## src/sv/conv3x3_div_clamp_filter_macros.svh

```systemverilog
// ----------------------------------------------------------------------------
// conv3x3_div_clamp_filter_macros
// Assertion macros shared by the filter modules.
// ----------------------------------------------------------------------------
`ifndef CONV3X3_DIV_CLAMP_FILTER_MACROS_SVH
`define CONV3X3_DIV_CLAMP_FILTER_MACROS_SVH
// Implication checked on every clock edge outside reset.
`define C3F_ASSERT(label, clk, rst_n, prop, msg) \
    label: assert property (@(posedge clk) disable iff (!rst_n) prop) else $error(msg);
// Implication checked on every clock edge, reset included.
`define C3F_ASSERT_ALWAYS(label, clk, prop, msg) \
    label: assert property (@(posedge clk) prop) else $error(msg);
`endif

```

## src/sv/c3f_pkg.sv

```systemverilog
// ----------------------------------------------------------------------------
// c3f_pkg
// Shared constants and types of the 3x3 convolution filter.
// ----------------------------------------------------------------------------
package c3f_pkg;
    localparam int MAX_WIDTH  = 1024;
    localparam int MAX_HEIGHT = 1024;
    localparam int COL_W = $clog2(MAX_WIDTH);
    localparam int ROW_W = $clog2(MAX_HEIGHT);
    localparam int SIZE_W = 11;
    localparam int CFG_IDX_W = 3;
    localparam int CFG_DATA_W = 24;
    localparam int SUM_W = 20;
    localparam int QUO_W = 20;

    typedef enum logic [CFG_IDX_W-1:0] {
        REG_KTOP  = 3'd0,
        REG_KMID  = 3'd1,
        REG_KBOT  = 3'd2,
        REG_DIV   = 3'd3,
        REG_WIDTH = 3'd4,
        REG_HEIGHT = 3'd5
    } t_cfg_idx;

    typedef enum logic [1:0] {
        ST_IDLE,
        ST_READ,
        ST_DIV,
        ST_OUT
    } t_state;

    // Handshake between the top level and the divider.
    typedef struct packed {
        logic start;
        logic done;
    } t_div_ctl;
endpackage

```

## src/sv/c3f_div.sv

```systemverilog
// ----------------------------------------------------------------------------
// c3f_div
// Restoring divider: signed sum by unsigned 8-bit divisor, one bit a cycle,
// quotient truncated toward zero and clamped to 0..255.
// ----------------------------------------------------------------------------
`include "conv3x3_div_clamp_filter_macros.svh"
module c3f_div import c3f_pkg::*; (
    input  logic                    i_clk,
    input  logic                    i_rst_n,
    input  logic                    i_start,
    input  logic signed [SUM_W-1:0] i_sum,
    input  logic [7:0]              i_divisor,
    output logic                    o_done,
    output logic [7:0]              o_quot
);
    localparam int CNT_W = $clog2(QUO_W + 1);

    logic [QUO_W-1:0] r_num, n_num;
    logic [8:0]       r_rem, n_rem;
    logic [7:0]       r_div;
    logic [CNT_W-1:0] r_cnt, n_cnt;
    logic             r_busy, n_busy;
    logic             r_neg;
    logic             r_done, n_done;
    logic [9:0]       trial;

    always_comb begin
        n_num  = r_num;
        n_rem  = r_rem;
        n_cnt  = r_cnt;
        n_busy = r_busy;
        n_done = 1'b0;
        trial  = {r_rem, r_num[QUO_W-1]} - {2'b00, r_div};
        if (r_busy) begin
            if (!trial[9]) begin
                n_rem = trial[8:0];
                n_num = {r_num[QUO_W-2:0], 1'b1};
            end else begin
                n_rem = {r_rem[7:0], r_num[QUO_W-1]};
                n_num = {r_num[QUO_W-2:0], 1'b0};
            end
            n_cnt = r_cnt - 1'b1;
            if (r_cnt == CNT_W'(1)) begin
                n_busy = 1'b0;
                n_done = 1'b1;
            end
        end
    end

    always_ff @(posedge i_clk) begin
        if (!i_rst_n) begin
            r_busy <= 1'b0;
            r_done <= 1'b0;
            r_cnt  <= '0;
        end else if (i_start) begin
            r_busy <= 1'b1;
            r_done <= 1'b0;
            r_cnt  <= CNT_W'(QUO_W);
        end else begin
            r_busy <= n_busy;
            r_done <= n_done;
            r_cnt  <= n_cnt;
        end
        if (i_start) begin
            // A negative sum always clamps to zero, so the sum bits are divided as
            // they stand and the sign bit only forces the result to zero.
            r_neg <= i_sum[SUM_W-1];
            r_num <= i_sum;
            r_rem <= '0;
            r_div <= (i_divisor == 8'd0) ? 8'd1 : i_divisor;
        end else begin
            r_num <= n_num;
            r_rem <= n_rem;
        end
    end

    assign o_done = r_done;
    assign o_quot = r_neg ? 8'd0 :
                    (r_num[QUO_W-1:8] != '0) ? 8'd255 : r_num[7:0];

    `C3F_ASSERT(a_div_no_overlap, i_clk, i_rst_n, r_busy |-> !i_start,
        "divider restarted while busy")
    `C3F_ASSERT(a_div_done_after_busy, i_clk, i_rst_n, r_done |-> $past(r_busy),
        "divider done without a running division")
    `C3F_ASSERT(a_div_done_pulse, i_clk, i_rst_n, r_done |=> !r_done,
        "divider done held for two cycles")
endmodule
```

## config.mk

```make
export PLATFORM = sky130hd
export DESIGN_NAME = c3f_div
export DESIGN_NICKNAME = d
export VERILOG_FILES = /design/src/sv/c3f_pkg.sv /design/src/sv/c3f_div.sv
export VERILOG_INCLUDE_DIRS = /design/src /design/src/sv
export SDC_FILE = /design/constraint.sdc
export NUM_CORES = 1
export LEC_CHECK = 0
export BUFFER_PORTS_ARGS = -buffer_cell sky130_fd_sc_hd__buf_2
export CELL_PAD_IN_SITES_DETAIL_PLACEMENT = 1
export CELL_PAD_IN_SITES_GLOBAL_PLACEMENT = 2
export CORE_MARGIN = 4
export CORE_UTILIZATION = 35
export DETAILED_ROUTE_END_ITERATION = 10
export PLACE_DENSITY = 0.83
export SYNTH_ARGS = -nofsm -noshare
export SYNTH_HDL_FRONTEND = slang
export SYNTH_SLANG_ARGS = --single-unit
```

## constraint.sdc

```tcl
create_clock -name i_clk -period 2.6 [get_ports i_clk]
set_input_delay 0.52 -clock i_clk [delete_from_list [all_inputs] [get_ports i_clk]]
set_output_delay 0.52 -clock i_clk [all_outputs]
set_load 0.05 [all_outputs]
```

* Word level (Yosys, flattened, before mapping)
Index checks and enable logic that the tools add are counted.
** Word-level totals
- Word-level logic and storage cells :: 30
- Bits in registers :: 45
- Input bits :: 31
- Output and inout port bits :: 9
** Cells by class
- Bitwise logic cells :: 2
- Reduce and logical (&&, ||, !) cells :: 5
- Eq/ne operators :: 1
- $add $sub $neg :: 2
- Muxes and demuxes :: 12
** Operator list (count)
- 20-bit 2-to-1 mux :: 2
- 8-bit 2-to-1 mux :: 2
- 12-bit nonzero test :: 1
- 5-bit 2-to-1 mux :: 2
- 10-bit by 8-bit subtractor with 10-bit output :: 1
- 9-bit 2-to-1 mux :: 1
- 8-bit logical NOT :: 1
- 5-bit by 1-bit equality test with 1-bit output (second input constant) :: 1
- 1-bit 2-to-1 mux :: 5
- 5-bit by 1-bit subtractor with 5-bit output (second input constant) :: 1
- 3-bit OR reduction :: 1
- 1-bit NOT :: 2
- 2-bit nonzero test :: 1
- 2-bit OR reduction :: 1

* Logic depth before layout (Yosys ltp)
- Depth in word-level cells :: 4
- Mapped depth :: 8

* Worst setup path after synthesis
OpenSTA, ideal clock, no wires.
- Path kind :: reg2reg
- From :: register r_div[4]
- To :: register r_rem[7]
- Arrival :: 2066 ps
- Slack :: 446 ps
- Library setup time :: 88 ps
- Cell stages (with the launch flop) :: 9
- Cell sequence :: edfxtp_1 inv_1 ha_1 a21oi_1 o221ai_2 o21a_1 buf_2 or4b_4 a311oi_2
** Between the ends
- Cells in the longest elaborated chain, start to end :: 2
** RTL lines
- start, declared :: RTL line c3f_div.sv:20 : logic [7:0] r_div;
- start signal, assigned :: RTL line c3f_div.sv:70 : r_div <= (i_divisor == 8'd0) ? 8'd1 : i_divisor;
- 10-bit by 8-bit subtractor with 10-bit output :: RTL line c3f_div.sv:33 : trial = {r_rem, r_num[QUO_W-1]} - {2'b00, r_div};
- 9-bit 2-to-1 mux :: RTL line c3f_div.sv:35 : if (!trial[9]) begin
- end signal, assigned :: RTL line c3f_div.sv:73 : r_rem <= n_rem;
- end, declared :: RTL line c3f_div.sv:19 : logic [8:0] r_rem, n_rem;
No other way between the ends.
A chain may end at the register's enable or synchronous reset.

* Worst setup path in the final report
- From :: register r_num[19]
- To :: register r_rem[4]
** Between the ends
- Cells in the longest elaborated chain, start to end :: 2
** RTL lines
- start, declared :: RTL line c3f_div.sv:18 : logic [QUO_W-1:0] r_num, n_num;
- start signal, assigned :: RTL line c3f_div.sv:68 : r_num <= i_sum;
- start signal, assigned :: RTL line c3f_div.sv:72 : r_num <= n_num;
- 10-bit by 8-bit subtractor with 10-bit output :: RTL line c3f_div.sv:33
- 9-bit 2-to-1 mux :: RTL line c3f_div.sv:35
No other way between the ends.

==> results.txt <==
----------------------------------------------------
[Worst setup path]
  Instance count on the critical path ... 8
  Beginning of the worst register-to-register path ... r_num[19]$_DFFE_PP_
  Setup Crit Path Kind ... reg -> reg
  Critical Path Start Type ... flop
  Critical path fanouts, max ... 3
  Delay of the slowest cell on the worst path ... 0.46 ns
  Number of buffers and inverters on the critical path ... 1
  First element of the critical path ... r_num[19]$_DFFE_PP_
  Worst setup EP type ... flop
  Last element of the critical path ... r_rem[4]$_SDFFE_PP0P_
  Endpoint of the worst-slack reg-to-reg timing path ... r_rem[4]$_SDFFE_PP0P_
  Critical-path cell list ... inv_1, ha_1, fa_1, nor2b_1, o21a_1, nor3_1, or4b_1, a311oi_1
  Reg-to-reg slack, setup ... 0.29 ns
  Cell count of the worst reg-to-reg path ... 8
  Arrival time worst endpoint ... about 2.5 ns
  Family with the most delay on the worst path ... simple AND/OR/NAND/NOR gates
  WP data required ... 2.82 ns
  Highest-delay cell along the critical path ... or4b_1

[Timing]
  Final number of max-transition violations ... 0
  Transition time at the pin with the least slew margin ... roughly 0.53 ns
  Total Neg Setup Slack ... 0 ns
  Minimum period implied by the final worst setup slack ... about 2.3 ns
  Final worst-path cycle share ... a little under 90%
  Setup repair after global routing missed its margin ... false
  F_max ... roughly 430 MHz
  Final setup vio count ... 0
  Worst relative slew slack ... 64.7%
  Clock tree skew after final layout ... 0.00628 ns
  Final count of hold timing violations ... 0
  PnR worst setup slack ... 0.288 ns

[Die]
  I/O pin count ... 40
  Effective utilization at floorplan ... a little over a third
  Die area ... roughly 8300 um^2
  Die Y ... between 90 and 100 um
  Placement Rows ... 30
  Core ar. ... between 6000 and 7000 um^2
  Die Wd ... around 91 um

[Routing]
  WL/cell ... 15.4 um
  Aggregate routed wire length ... approximately 5500 um
  Iter 0 DRT Violations ... 78
  Post-route DRC violation count ... 0
  Vias post-DR ... around 1.8k
  Routed Antenna Nets ... 0
  Number of search-and-repair iterations in the first detailed-routing pass ... 4
  Routed vias/inst ... 5.11

[Clock network]
  Source-to-sink clock delay at the later pin of the worst-skew pair ... roughly 0.3 ns
  Level count of the clock H-tree ... 2
  Maximum root-to-sink buffer count ... 2
  TritonCTS buffer count ... 5
  CTS resizes ... 0
  Post-CTS Repair Setup Buffers ... 0
  CTS hold repair buffers ... 0
  CTS tree ... done
  Reg clk slew, reported paths ... approximately 0.09 ns
  Clock tree root buffer cell ... clkbuf_8
  Clock sink count ... 45

[Global routing]
  Largest net degree at the start of global routing ... 29
  Total congestion overflow after global routing ... 0
  Number of antenna violations at the first check in global routing ... 0
  Vias in the first global route ... 1,945
  First-pass GRT wire length ... approximately 9400 um
  Combined global-route utilization of all metal layers ... around 14%

[Layout]
  Number of diodes ... 0
  Layout Nets ... roughly 320
  Fraction of final layout cells sized beyond drive strength 1 ... 21.3%
  Relative area change from synthesis to final layout ... 15.3%
  Filler-free cell count of the finished design ... approximately 360
  Final design area excluding fillers ... ~2800 um^2

[Placed design]
  # placed instances ... around 350
  Worst-case setup slack after placement ... 0.305 ns
  Cell Area, Placed ... about 2700 um^2
  Post-detailed-placement half-perimeter wirelength ... roughly 4200 um
  Port bufs ... 39
  Global placement routability congestion ... 0.790

[Synthesis]
  Async set or reset register ratio after synthesis ... 0%
  Post-synth EDFFs ... 29
  Post-synthesis instance area ... 2420 um^2
  Portion of the post-synthesis area used by sequential elements ... 49.2%
  Mean cell area of the mapped netlist ... between 9 and 10 um^2
  Yosys warnings ... 0
  Post-synthesis cell type count ... between 40 and 50
  Most used DFF post-synth ... edfxtp_1
  Synthesis-stage register bit count ... 45
  Synth Net Count ... between 200 and 300
  Gate count of the mapped netlist ... roughly 240

[Pwr]
  VDD IR-drop max ... about 290 uV
  Static power due to leakage ... between 1 and 1.5 nW
  Power density cells ... around 660 nW/um^2

[Min path]
  Worst hold path class ... in -> reg

[Run status]
  Status ... finished, final reports clean

[Run]
  Number of max-capacitance violations reported ... 0

----------------------------------------------------
registers in the layout (all words and copies together) (netlist names):
signal / flops
o_done: 1
r_busy: 1
r_cnt: 5
r_div: 8
r_neg: 1
r_num: 20
r_rem: 9
logic make-up (layout without fill, tap and decap cells):
family / after synthesis / count (layout) / synth area share [%]
buffers and inverters: 44 / 78 / 7.18
AO/OA/AOI/OAI: 59 / 59 / 16.5
multiplexers: 11 / 11 / 5.11
flip-flops: 45 / 45 / 49.2
adder cells (fa/ha/maj): 11 / 11 / 5.99
XOR/XNOR: 5 / 5 / 1.81
AND/OR/NAND/NOR: 68 / 68 / 14.3
through the flow:
step / util (%) / power [mW] / hold slack (ns)
floorplan: - / 1.20 / 0.469
global placement: 39.7 / 1.31 / 0.485
detailed placement: 39.7 / 1.32 / 0.508
global route: 41.3 / 1.95 / 0.397
CTS: 41.3 / 1.86 / 0.396
finish: 41.3 / 1.84 / 0.405
per-layer routing:
layer  vias to the layer above  wire [um]  global-route usage (%)
met4                         0         87                    5.03
met2                        24       2580                    23.3
met3                         7        144                    2.65
li1                        938          -                       -
met5                         -          0                       0
met1                       855       2700                    18.4
how the worst min path moves through the flow:
stage / start / endpoint / slack [ns] / cells past startpoint
floorplan: r_cnt[1]$_SDFFE_PP0P_ / r_cnt[1]$_SDFFE_PP0P_ / 0.47 / 2
global placement: r_cnt[1]$_SDFFE_PP0P_ / r_cnt[1]$_SDFFE_PP0P_ / 0.49 / 2
detailed placement: r_cnt[1]$_SDFFE_PP0P_ / r_cnt[1]$_SDFFE_PP0P_ / 0.51 / 2
CTS: i_divisor[5] / r_div[5]$_SDFFCE_PN0P_ / 0.40 / 1
global route: i_divisor[5] / r_div[5]$_SDFFCE_PN0P_ / 0.40 / 1
finish: i_divisor[5] / r_div[5]$_SDFFCE_PN0P_ / 0.41 / 1
final cells by class:
cell class | instances | area, um^2
Fill cell | 808 | 3960
Sequential cell | 45 | 1190
Multi-Input combinational cell | 154 | 1060
Timing Repair Buffer | 45 | 240
Tap cell | 80 | 100
Inverter | 25 | 93.8
Clock buffer | 5 | 68.8
Clock inverter | 3 | 41.3
power by group:
group	switching, mW	leakage (nW)	internal, mW
clock	0.255	0.0518	0.283
sequential	0.0492	0.423	0.839
combinational	0.246	0.656	0.164
total	0.550	1.13	1.29
layout by cell type (no fill, tap or decap), types with 3 or more instances in the layout:
master,count
buf_2,39
edfxtp_1,29
inv_1,23
nand2_1,17
dfxtp_1,16
nor2_1,15
o21ai_0,13
a21oi_1,12
mux2_1,11
ha_1,10
nor3_1,9
o21ai_1,8
nand3_1,7
buf_4,6
nor4_1,5
a311oi_1,5
clkbuf_8,5
xnor2_1,4
or3_1,3
cell usage after synthesis (2+ instances only):
master      n  area (um^2)
nand4_1     2         12.5
nand3_1     7         35.0
o311ai_1    2         17.5
dfxtp_1    16          320
a21boi_1    2         15.0
nor4_1      5         31.3
nor2b_1     2         12.5
a21o_1      2         15.0
a21oi_1    12         60.1
inv_1      23         86.3
or3_1       3         18.8
a311oi_1    5         43.8
nand2_1    17         63.8
edfxtp_1   29          871
mux2_1     11          124
clkbuf_1   16         60.1
nand2b_1    2         12.5
o21a_1      2         15.0
a211oi_1    2         15.0
inv_2       2         7.51
o21ai_1     8         40.0
or4b_1      2         20.0
ha_1       10          125
o21ai_0    13         65.1
o2111ai_1   2         17.5
nor2_1     15         56.3
xnor2_1     4         35.0
nor3_1      9         45.0
(Power assumes the default switching activity.)
